`src/rtl/core/obr_pkg.sv`:
```
// Shared types and constants for the OHLCV bar resampler.
`default_nettype none
package obr_pkg;

  localparam int unsigned TimeW  = 32;
  localparam int unsigned PriceW = 32;
  localparam int unsigned VolInW = 32;
  localparam int unsigned VolW   = 48;
  localparam int unsigned IvlW   = 17;
  localparam int unsigned SymW   = 6;
  localparam logic [IvlW-1:0] IvlReset = 17'd60;

  // Input bar as it travels from the front part to the back part.
  typedef struct packed {
    logic [SymW-1:0]   sym;
    logic [TimeW-1:0]  t;
    logic [PriceW-1:0] o;
    logic [PriceW-1:0] h;
    logic [PriceW-1:0] l;
    logic [PriceW-1:0] c;
    logic [VolInW-1:0] v;
  } bar_t;

  // Finished candle.
  typedef struct packed {
    logic [SymW-1:0]   sym;
    logic [TimeW-1:0]  start;
    logic [PriceW-1:0] o;
    logic [PriceW-1:0] h;
    logic [PriceW-1:0] l;
    logic [PriceW-1:0] c;
    logic [VolW-1:0]   v;
  } candle_t;

  // Back-end sequencer states.
  typedef enum logic [2:0] {
    ST_IDLE,
    ST_READ,
    ST_CHECK,
    ST_DIV,
    ST_WRITE,
    ST_EMIT
  } be_state_t;

endpackage
`default_nettype wire

```
`src/rtl/core/obr_front.sv`:
```
// Front part: accepts bars, drops out-of-range symbols and queues the rest.
`default_nettype none
module obr_front
  import obr_pkg::*;
#(
  parameter int unsigned SYMBOL_COUNT = 64
) (
  input  wire  logic clk,
  input  wire  logic rst_n,
  input  wire  logic in_valid,
  output logic       in_ready,
  input  wire  bar_t in_bar,
  output logic       q_valid,
  input  wire  logic q_ready,
  output bar_t       q_bar
);

  // Two-entry queue.
  bar_t       mem_r [2];
  logic       wp_r, wp_nxt, rp_r, rp_nxt;
  logic [1:0] cnt_r, cnt_nxt;
  logic       push, pop, in_range;

  assign in_range = ({26'd0, in_bar.sym} < 32'(SYMBOL_COUNT));
  assign in_ready = (cnt_r != 2'd2);
  assign push     = in_valid && in_ready && in_range;
  assign pop      = q_valid && q_ready;
  assign q_valid  = (cnt_r != 2'd0);
  assign q_bar    = mem_r[rp_r];

  always_comb begin
    wp_nxt  = push ? ~wp_r : wp_r;
    rp_nxt  = pop ? ~rp_r : rp_r;
    cnt_nxt = cnt_r + {1'b0, push} - {1'b0, pop};
  end

  always_ff @(posedge clk) begin
    if (!rst_n) begin
      wp_r  <= 1'b0;
      rp_r  <= 1'b0;
      cnt_r <= 2'd0;
    end else begin
      wp_r  <= wp_nxt;
      rp_r  <= rp_nxt;
      cnt_r <= cnt_nxt;
    end
  end

  always_ff @(posedge clk) begin
    if (push) begin
      mem_r[wp_r] <= in_bar;
    end
  end

  assert property (@(posedge clk) disable iff (!rst_n) cnt_r <= 2'd2)
    else $error("queue count overflow");
  assert property (@(posedge clk) disable iff (!rst_n) (cnt_r == 2'd0) |-> !pop)
    else $error("pop from empty queue");
  assert property (@(posedge clk) disable iff (!rst_n)
    (push && !pop) |=> (cnt_r == $past(cnt_r) + 2'd1))
    else $error("queue count not advanced on push");

endmodule
`default_nettype wire

```
`config.mk`:
```
export PLATFORM = sky130hd
export DESIGN_NAME = obr_front
export DESIGN_NICKNAME = d
export VERILOG_FILES = /design/src/rtl/core/obr_pkg.sv /design/src/rtl/core/obr_front.sv
export SDC_FILE = /design/constraint.sdc
export NUM_CORES = 1
export LEC_CHECK = 0
export BUFFER_PORTS_ARGS = -buffer_cell sky130_fd_sc_hd__buf_2
export CORE_AREA = 2 2 173 192
export DETAILED_ROUTE_END_ITERATION = 8
export DIE_AREA = 0 0 175 194
export GPL_TIMING_DRIVEN = 0
export MAX_ROUTING_LAYER = met4
export PLACE_DENSITY = 0.75
export RECOVER_POWER = 100
export SKIP_LAST_GASP = 1
export SLEW_MARGIN = 20
export SYNTH_ARGS = -nofsm -noshare
export SYNTH_HDL_FRONTEND = slang
export SYNTH_SLANG_ARGS = --single-unit
```
`constraint.sdc`:
```
create_clock -name clk -period 13.9 [get_ports clk]
set_input_delay 4.17 -clock clk [delete_from_list [all_inputs] [get_ports clk]]
set_output_delay 4.17 -clock clk [all_outputs]
set_load 0.05 [all_outputs]
```
=== Word level (Yosys, flattened, before mapping) ===
Memories as Yosys holds them, arrays and structs flattened. A register that Yosys moved wholly into a read port is not among the register bits.
Cells that the tools add are included.

* $add $sub $neg: 2
* Multiply operators: 0
* Divide/modulo/power cells: 0
* Order comparisons: 0
* Equality and inequality tests: 1
* Shift operators: 0
* Mux-type cells: 4
* Bitwise logic cells: 2
* Reductions and logical operators: 3

{| class="wikitable"
|+ Operator list
! kind !! number
|-
| $mux W1 || 4
|-
| $add A2 B1 Y2 || 1
|-
| $logic_and A1 B1 Y1 || 2
|-
| $ne A2 B2 Y1 const B || 1
|-
| $not A1 Y1 || 2
|-
| $reduce_bool A2 Y1 || 1
|-
| $sub A2 B1 Y2 || 1
|}

* Flip-flop bits (word level): 4
* Bits in latches: 0
* RAM bits: 396
* Memory bits (read-only): 0
* Input port bits: 202
* Logic and storage cells: 16
* Memories: 1

{| class="wikitable"
|+ Memory list
! name !! depth !! width !! rd ports !! clocked after memory_dff !! wr ports !! RTL line !! source
|-
| mem_r || 2 || 198 || 1 || 1 || 1 || obr_front.sv:19 || <nowiki>bar_t mem_r [2];</nowiki>
|}

=== Longest topological paths before layout ===
Gate-level depths: netlist of run 1.

* Depth after elaboration: 4
* Depth in mapped cells: 8

=== Least setup slack after synthesis of run 1 ===
Ideal clock, no wire load.

* Path kind: in2reg
* Start: input in_valid
* End: memory mem_r[0][0] in the netlist's numbering (enable)
* Library setup time: 760 ps
* Arrival: 12499 ps
* Required time: 13140 ps
* Slack: 641 ps
* Cell stages on the path: 2
* Path through: nand2_1 nor2_1

* Word-level cells in the longest chain between the ends: 3

{| class="wikitable"
|+ Ends and longest elaborated chain
! what !! RTL line !! source
|-
| from (decl) || obr_front.sv:10 || <nowiki>input wire logic in_valid,</nowiki>
|-
| $logic_and A1 B1 Y1 || obr_front.sv:26 || <nowiki>assign push = in_valid && in_ready && in_range;</nowiki>
|-
| $mux W1 || obr_front.sv:50 || <nowiki>if (push) begin</nowiki>
|-
| $mux W1 (implied by the code) || obr_front.sv:51 || <nowiki>mem_r[wp_r] <= in_bar;</nowiki>
|-
| to (decl) || obr_front.sv:19 ||
|}

No other way between the ends.

=== Worst setup path after layout of run 1 ===
* Start: input in_valid
* End: memory mem_r[1][37] in the netlist's numbering (enable)

Same word-level chain as after synthesis.

==> results of run 1 <==
[layout make-up]
class,count,area (um2),share of cell area
Inverter,1,3.754,0.0002053
Tap cell,426,533.0,0.02915
Sequential cell,401,11990,0.6558
Buffer,22,90.09,0.004926
Clock inverter,14,117.6,0.006432
Clock buffer,52,1067,0.05836
Antenna cell,9,22.52,0.001232
Multi-Input combinational cell,216,2735,0.1496
Timing Repair Buffer,414,1725,0.09435
[kinds of logic (layout without fill, tap and decap cells)]
group / after synthesis / after routing / synth area share
and+or+nand+nor: 11 / 11 / 0.004104
AOI/OAI and AO/OA: 1 / 1 / 0.0005027
muxes: 199 / 199 / 0.1753
buffers and inverters: 23 / 503 / 0.01390
DFF: 401 / 401 / 0.8027
other: 0 / 9 / 0
xor gates and xnor gates: 3 / 3 / 0.001759
adders and majority gates: 2 / 2 / 0.001675
[through the flow]
stage          instance area (um2)  TNS [ns]
2_1_floorplan                14940         0
3_3_place_gp                 17480   -810.36
3_5_place_dp                 17800         0
4_1_cts                      18990         0
5_1_grt                      18290         0
6_report                     18290         0
[sequential cells by signal (all words and copies together) (netlist names), named ones only]
name / flops
cnt_r: 2
mem_r: 396
rp_r: 1
wp_r: 1
[worst min path at each step]
stage,endpoint,slack [ns],depth (start not counted)
global route,wp_r,0.53,2
detailed placement,wp_r,0.52,2
finish,wp_r,0.50,2
global placement,wp_r,0.47,2
CTS,wp_r,0.53,2
floorplan,wp_r,0.45,2
[per-layer routing]
layer	routed length, um	part of all wire	vias to the layer above
met4	892	0.030	0
li1	-	-	3471
met5	0	0	-
met3	2278	0.078	58
met2	15230	0.52	303
met1	10920	0.37	3676
[power by group]
group | internal (mW) | total (mW) | switching, mW | leakage, nW
Combinational | 0.345 | 1.32 | 0.977 | 2.03
Sequential | 1.53 | 1.56 | 0.0344 | 3.74
Clock | 0.574 | 0.985 | 0.411 | 0.565
Total | 2.45 | 3.87 | 1.42 | 6.34
[cell usage in the layout, fill, tap and decap left out]
cell type   count
o21a_1          1
ha_1            2
nor2b_1         2
clkinv_1        9
inv_1           1
mux2i_1         1
mux2_2         94
and2_1          2
mux2_1          4
buf_1           1
mux2_4        100
and3_1          1
buf_2         137
xnor2_1         3
edfxtp_1      396
clkbuf_1      308
clkbuf_16      41
clkinvlp_4      2
inv_6           1
nand2b_1        2
or2_2           1
buf_6           1
dfxtp_1         5
bufinv_16       2
diode_2         9
nor2_1          1
nand2_1         2
[worst min-delay path, cell delays in order, from the launching register on]
cell     delay, ns
dfxtp_1       0.33
nand2_1       0.06
mux2i_1       0.06
==> key figures, run 1 <==
GRT
  • Initial antenna violation count: 9
  • Grt ovf: 0
  • Most Crowded Layer GR: met2
  • Overall routing resource usage: 0.1757
  • Global-route met1 utilization: 0.1963
  • First-pass GRT wire length: 43.80 mm
  • Vias in the first global route: 7882
  • Met3 Use GR: 0.05118
  • Largest net degree at the start of global routing: between 50 and 60
  • Met2 Use GR: 0.2982

Critical path
  • CP Depth: 4
  • Setup Crit Path Kind: input port to flip-flop
  • Worst path slowest cell: clkbuf_1
  • CP endpoint: mem_r[1][37]
  • Worst path cell trace: clkbuf_1 > and3_1 > clkbuf_1 > clkbuf_1
  • Worst path arrival time: 9.20 ns
  • CP Max Fanout: 43
  • CP required: 13.99 ns
  • Biggest cell delay along the critical path: 1.85 ns
  • Top delay family on crit path: buffers and inverters
  • Critical Path Most Common Cell: clkbuf_1
  • Start of the worst register-to-register path: cnt_r[0]
  • Cells on worst reg2reg path: 4
  • CP Capture Type: flip-flop
  • FF-to-FF End: mem_r[1][37]
  • CP Launch Point: in_valid
  • Buf/Inv on CP: 3
  • Setup crit start kind: input port
  • Reg2Reg Setup Slack: about 8 ns

Clock network
  • Resize count post-CTS: 0
  • Setup bufs post-CTS: 0
  • Root buf cell: clkbuf_16
  • Num CTS Buffers: 40
  • Clk buf depth: 3
  • TritonCTS clock tree: yes
  • CTS Sinks: 401
  • Cts hold-fix bufs: 0
  • Clock transition at the registers of the reported paths: 0.06 ns
  • Clk_lat worst skew: 0.53 ns
  • CTS H-tree depth: 2

Status
  • Failing checks: capacitance limit, slew limit
  • Result of the run: complete, but fails checks

Final layout
  • Fillers: 2572
  • Final net count: 1300
  • P&R area growth vs syn: 22.41%
  • Proportion of layout cells with a drive suffix above 1: 0.3384
  • Non-Filler Instances: 1555
  • Final Util: 0.5709

Timing
  • Fin. Hold Viols: 0
  • Final worst slack: 4.785 ns
  • Worst hold slack: 0.5017 ns
  • Highest clock rate: 109.7 MHz
  • Post-route clock period utilization: 0.6558
  • Final clock skew: 0.01215 ns
  • Finish-stage setup viols: 0
  • Min Tclk post-route: 9.115 ns
  • RSZ-0062 raised after global routing: no
  • Slew headroom: -0.9303
  • Slew Limit Fails: 230
  • Worst slew pin tran: 2.895 ns

Routing
  • Avg Vias per Cell: 4.828
  • WL final: approximately 30 mm
  • Initial DRC count: 332
  • Wirelength per Cell: 18.86 um
  • DR vias: between 7000 and 8000
  • Final antenna-violating net count: 0
  • TritonRoute pass-1 iters: 4
  • Drc violations: 0

Synthesis
  • Syn Area/Cell: around 23 um2
  • Most numerous cell in the Yosys netlist: edfxtp_1
  • Synthesized cell area: between 10000 and 15000 um2
  • Library cells used by synthesis: 18
  • Synth top area share: 0.7960
  • Net Count, Synth: 844
  • Area contributors post-synth: edfxtp_1 (80%), mux2_4 (10%), mux2_2 (7.3%)
  • Synth Register Bits: 401
  • EDFF count, synth: 396
  • Synth cell count leaders: edfxtp_1 (396), mux2_4 (101), mux2_2 (97)
  • Ys flop type: edfxtp_1
  • Yosys warning total: 0
  • Gate Count Post-Synth: 640
  • Asr flop ratio synth: 0
  • Register area share after synthesis: 0.8027
  • Area leader, netlist: edfxtp_1

Floorplanning
  • # rows: slightly below 70
  • Die X: between 150 and 200 um
  • Core Region: 32030 um2
  • # IOs: 402
  • Die ar.: 33950 um2
  • Initial core utilization: 0.4664
  • Chip height: about 190 um

Power and ir drop
  • Total Power: about 3.9 mW
  • Leak: ~6.3 nW
  • Power Density: between 200 and 250 nW/um2
  • Maximum VDD drop: 0.1497 mV

Placed design
  • Dpl ws: between 7 and 8 ns
  • Port Buffer Count: 401
  • Hpwl dp: around 21 mm
  • GPL Wtd Cong: 0.7876
  • Placed Cells: around 1500

Min path
  • HP Class: flip-flop to flip-flop
  • Hold Path Origin: wp_r

Flow run
  • Max cap viols: 6
(Power assumes the default switching activity.)
==> run 2, diff against run 1 <==
Settings changed: CORE_AREA 2 2 173 192 to 2 2 165 183, DIE_AREA 0 0 175 194 to 0 0 167 185, PLACE_DENSITY 0.75 to 0.78.
Clock period 13.9 ns to 8.7 ns, I/O delays scaled along.
==> key figures, run 2 (synthesis results as in run 1) <==
Status
  • Result of the run: complete, but fails checks
  • Failing checks: capacitance limit, slew limit

Timing
  • Final clock skew: 0.02080 ns
  • Slew headroom: -0.8454
  • Post-route clock period utilization: 0.7347
  • Fin. Hold Viols: 0
  • Highest clock rate: 156.4 MHz
  • Slew Limit Fails: 131
  • RSZ-0062 raised after global routing: no
  • Setup TNS: 0 ns
  • Worst slew pin tran: 2.768 ns
  • Min Tclk post-route: between 6 and 7 ns
  • Finish-stage setup viols: 0

Placed design
  • GPL Wtd Cong: 0.7463
  • Area post-placement: 17760 um2
  • Port Buffer Count: 401
  • Hpwl dp: 21.43 mm

Clock network
  • Clock transition at the registers of the reported paths: 0.06 ns
  • Clk buf depth: 3
  • Setup bufs post-CTS: 0
  • CTS Sinks: approximately 400
  • CTS H-tree depth: 2
  • Cts hold-fix bufs: 0
  • Resize count post-CTS: 0
  • Num CTS Buffers: 39
  • TritonCTS clock tree: yes
  • Clk_lat worst skew: 0.52 ns
  • Root buf cell: clkbuf_16

Critical path
  • Setup crit start kind: input port
  • CP required: 8.83 ns
  • CP Max Fanout: 22
  • Reg2Reg Setup Slack: 3.91 ns
  • Setup Crit Path Kind: input port to flip-flop
  • Worst path arrival time: 6.52 ns
  • CP Capture Type: flip-flop

GRT
  • Overall routing resource usage: 0.1932
  • Largest net degree at the start of global routing: 50
  • Grt ovf: 0
  • Vias in the first global route: 7982
  • Initial antenna violation count: 4
  • First-pass GRT wire length: between 40 and 50 mm

Floorplanning
  • Initial core utilization: 0.5124
  • Die X: around 170 um
  • # IOs: 402
  • Chip height: 185 um
  • Core Region: approximately 30000 um2
  • # rows: 66
  • Die ar.: 30900 um2

Power and ir drop
  • Leak: 6.373 nW
  • Maximum VDD drop: 0.2612 mV
  • Power Density: around 340 nW/um2

Final layout
  • Max reg flops: 396
  • Leading cell type in the layout, fill and taps excluded: edfxtp_1
  • P&R area growth vs syn: 22.10%
  • Largest regs: mem_r x396, cnt_r x2
  • Post-route cell area: 18240 um2
  • Proportion of layout cells with a drive suffix above 1: 0.3432
  • Most frequent cells in the layout: edfxtp_1 (396), clkbuf_1 (304), buf_2 (137), mux2_4 (101), mux2_2 (92)
  • Most flop-heavy register: mem_r
  • Fillers: 2144
  • Final net count: 1300

Min path
  • HP Class: flip-flop to flip-flop

Routing
  • WL final: 30.28 mm
  • Avg Vias per Cell: 5.096
  • Drc violations: 0
  • TritonRoute pass-1 iters: 5
  • Final antenna-violating net count: 0
  • Wirelength per Cell: 20.22 um
  • Initial DRC count: 441
  • DR vias: 7629

Flow run
  • Max cap viols: 3
run 2: changes by cell type in the layout (fill, tap and decap cells not counted), sizes merged, moves of 2 or more:
cell and change:
buf +6, clkinv +2, bufinv -2, diode -5, clkbuf -4, clkinvlp -2
run 2: final cells by class:
type / instances / area [um2] / share of cell area
Tap cell: 374 / 467.9 / 0.02566
Clock buffer: 53 / 1071 / 0.05872
Buffer: 22 / 112.6 / 0.006174
Multi-Input combinational cell: 216 / 2739 / 0.1502
Inverter: 1 / 3.754 / 0.0002058
Timing Repair Buffer: 415 / 1793 / 0.09830
Sequential cell: 401 / 11990 / 0.6574
Antenna cell: 4 / 10.01 / 0.0005488
Clock inverter: 11 / 51.30 / 0.002812
run 2: worst max-delay path: stages:
cell,delay [ns]
buf_2,0.09
nand2_1,0.10
nor2_1,0.81
clkbuf_1,0.95
clkbuf_1,1.08
clkbuf_1,0.86
run 2: stage by stage:
stage | instances | total power [mW] | util | hold slack (ns) | setup slack [ns]
3_3_place_gp | 1415 | 4.818 | 0.5974 | 0.4760 | -2.555
3_5_place_dp | 1429 | 4.840 | 0.6093 | 0.5511 | 4.327
2_1_floorplan | 640 | 4.321 | - | 0.4660 | 0.3567
4_1_cts | 1493 | 6.347 | 0.6478 | 0.5697 | 4.039
5_1_grt | 1497 | 6.371 | 0.6257 | 0.5598 | 2.028
6_report | 1497 | 6.145 | 0.6257 | 0.5365 | 2.308
run 2: path summary, 6_finish.rpt:
check,start,endpoint,cells after the start
worst max register to register,cnt_r[0],mem_r[0][113],6
worst min register to register,wp_r,wp_r,2
worst min-delay path,wp_r,wp_r,2
worst max-delay path,in_valid,mem_r[0][113],6
run 2: power by group:
group | total [mW] | switching [mW] | internal (mW)
clock network | 1.50 | 0.644 | 0.856
logic | 2.15 | 1.58 | 0.573
registers | 2.49 | 0.0578 | 2.43
total | 6.15 | 2.28 | 3.86
run 2: per-layer routing:
| layer | GRT usage | part of all wire | vias up |
|---|---|---|---|
| li1 | - | - | 3478 |
| met1 | 0.2105 | 0.36 | 3747 |
| met2 | 0.3386 | 0.52 | 351 |
| met3 | 0.06453 | 0.092 | 53 |
| met4 | 0.05586 | 0.026 | 0 |
| met5 | - | 0 | - |
==> run 3, diff against run 2 <==
Settings changed: ABC_AREA set to 1, CORE_AREA 2 2 165 183 to 2 2 174 193, DIE_AREA 0 0 167 185 to 0 0 176 195, PLACE_DENSITY 0.78 to 0.74.
Clock period 8.7 ns to 5.5 ns, I/O delays scaled along.
==> key figures, run 3 <==
Status
  • Result of the run: complete, but fails checks
  • Failing checks: capacitance limit

Final layout
  • P&R area growth vs syn: 24.41%
  • Proportion of layout cells with a drive suffix above 1: 0.3618
  • Most flop-heavy register: mem_r
  • Final net count: ~1300
  • Largest regs: mem_r x396, cnt_r x2
  • Max reg flops: 396
  • Leading cell type in the layout, fill and taps excluded: edfxtp_1
  • Most frequent cells in the layout: edfxtp_1 (396), clkbuf_1 (281), buf_2 (140), mux2_4 (101), mux2_2 (94)
  • Post-route cell area: 18590 um2

Routing
  • DR vias: 7693
  • Avg Vias per Cell: 4.897
  • Drc violations: 0
  • Final antenna-violating net count: 0
  • WL final: 30.36 mm
  • Initial DRC count: 340
  • TritonRoute pass-1 iters: 4
  • Wirelength per Cell: 19.33 um

Floorplanning
  • Die X: 176 um
  • Core Region: 32200 um2
  • Die ar.: 34320 um2
  • # rows: 69
  • # IOs: 402
  • Chip height: 195 um
  • Initial core utilization: 0.4641

Synthesis
  • Ys flop type: edfxtp_1
  • Synth cell count leaders: edfxtp_1 (396), mux2_4 (101), mux2_2 (97)
  • EDFF count, synth: 396
  • Most numerous cell in the Yosys netlist: edfxtp_1
  • Yosys warning total: 0
  • Synthesized cell area: 14940 um2
  • Gate Count Post-Synth: about 650
  • Area contributors post-synth: edfxtp_1 (80%), mux2_4 (10%), mux2_2 (7.3%)
  • Library cells used by synthesis: 12
  • Register area share after synthesis: 0.8024
  • Synth Register Bits: 401
  • Syn Area/Cell: 22.92 um2
  • Net Count, Synth: 856
  • Synth top area share: 0.7957
  • Area leader, netlist: edfxtp_1
  • Asr flop ratio synth: 0

Clock network
  • Cts hold-fix bufs: 0
  • Clk buf depth: 3
  • Clk_lat worst skew: 0.52 ns
  • Num CTS Buffers: 40
  • CTS H-tree depth: 2
  • TritonCTS clock tree: yes
  • Resize count post-CTS: 0
  • CTS Sinks: 401
  • Clock transition at the registers of the reported paths: around 0.06 ns
  • Root buf cell: clkbuf_16
  • Setup bufs post-CTS: 0

GRT
  • Met3 Use GR: 0.05841
  • Vias in the first global route: 8235
  • Met2 Use GR: 0.3128
  • Largest net degree at the start of global routing: 34
  • Most Crowded Layer GR: met2
  • Global-route met1 utilization: 0.1796
  • Grt ovf: 0
  • Initial antenna violation count: 9
  • First-pass GRT wire length: 44.59 mm
  • Overall routing resource usage: 0.1772

Critical path
  • CP Capture Type: primary output
  • Worst path arrival time: 2.79 ns
  • CP required: 3.85 ns
  • CP Max Fanout: 10
  • Setup crit start kind: flip-flop
  • Setup Crit Path Kind: flip-flop to primary output

Timing
  • Fin. Hold Viols: 0
  • RSZ-0062 raised after global routing: no
  • Post-route clock period utilization: 0.8073
  • Final clock skew: 0.01376 ns
  • Slew headroom: 0.007655
  • Worst slew pin tran: 1.483 ns
  • Highest clock rate: 225.2 MHz
  • Min Tclk post-route: 4.440 ns
  • Finish-stage setup viols: 0
  • Setup TNS: 0 ns
  • Slew Limit Fails: 0

Power and ir drop
  • Leak: 6.540 nW
  • Power Density: 528.9 nW/um2
  • Maximum VDD drop: about 0.39 mV

Flow run
  • Max cap viols: 2

Placed design
  • GPL Wtd Cong: approximately 0.74
  • Hpwl dp: 21.91 mm
  • Port Buffer Count: 401
  • Area post-placement: 17810 um2

Min path
  • HP Class: flip-flop to flip-flop
[run 3: layout make-up]
cell class / instances / area (um2)
Antenna cell: 9 / 22.52
Sequential cell: 401 / 11990
Clock buffer: 51 / 1074
Tap cell: 426 / 533.0
Timing Repair Buffer: 416 / 1947
Clock inverter: 17 / 110.1
Inverter: 7 / 27.53
Fill cell: 2522 / 13610
Multi-Input combinational cell: 222 / 2723
Buffer: 22 / 165.2
[run 3: through the flow]
step                      cells  power (mW)  utilization  worst slack (ns)  hold WS, ns
after global placement     1479       7.514       0.5433            -1.519       0.4852
after global routing       1571       10.19       0.5774            0.8719       0.5613
after floorplan             652       6.759            -            0.3635       0.4675
after detailed placement   1494       7.600       0.5532             1.666       0.4991
final                      1571       9.833       0.5774             1.060       0.5025
after CTS                  1562       10.10       0.5899             1.757       0.5093
[run 3: cells by family (layout without fill, tap and decap cells)]
family	Yosys count	after routing	share of synthesized area
DFF	401	401	0.8024
muxes	198	198	0.1746
buffers and inverters	29	513	0.01541
and+or+nand+nor	20	20	0.005274
adders and majority gates	2	2	0.001674
AOI/OAI and AO/OA	2	2	0.0006698
other	0	9	0
[run 3: path summary, 6_finish.rpt]
| kind | startpoint | end | slack, ns | cells after the start |
|---|---|---|---|---|
| worst max-delay path | flip-flop | q_bar[165] | 1.06 | 5 |
| worst min-delay path | rp_r | flip-flop | 0.50 | 2 |
| worst max register to register | cnt_r[0] | mem_r[0][105] | 2.05 | 8 |
| worst min register to register | rp_r | flip-flop | 0.50 | 2 |
[run 3: worst max-delay path: stages, from the launching register on]
cell,delay (ns)
dfxtp_1,0.32
buf_6,0.16
clkbuf_1,0.77
buf_6,0.30
mux2_4,0.17
clkbuf_1,0.54
[run 3: power breakdown]
group          total [mW]  switching (mW)  internal, mW
clock network        2.48            1.06          1.42
logic                3.39            2.46         0.929
registers            3.96          0.0954          3.86
[run 3: routing by layer]
metal  share of wire  vias up
met5               0        -
met4           0.034        0
met3           0.093       68
met2            0.53      324
met1            0.34     3785
li1                -     3516
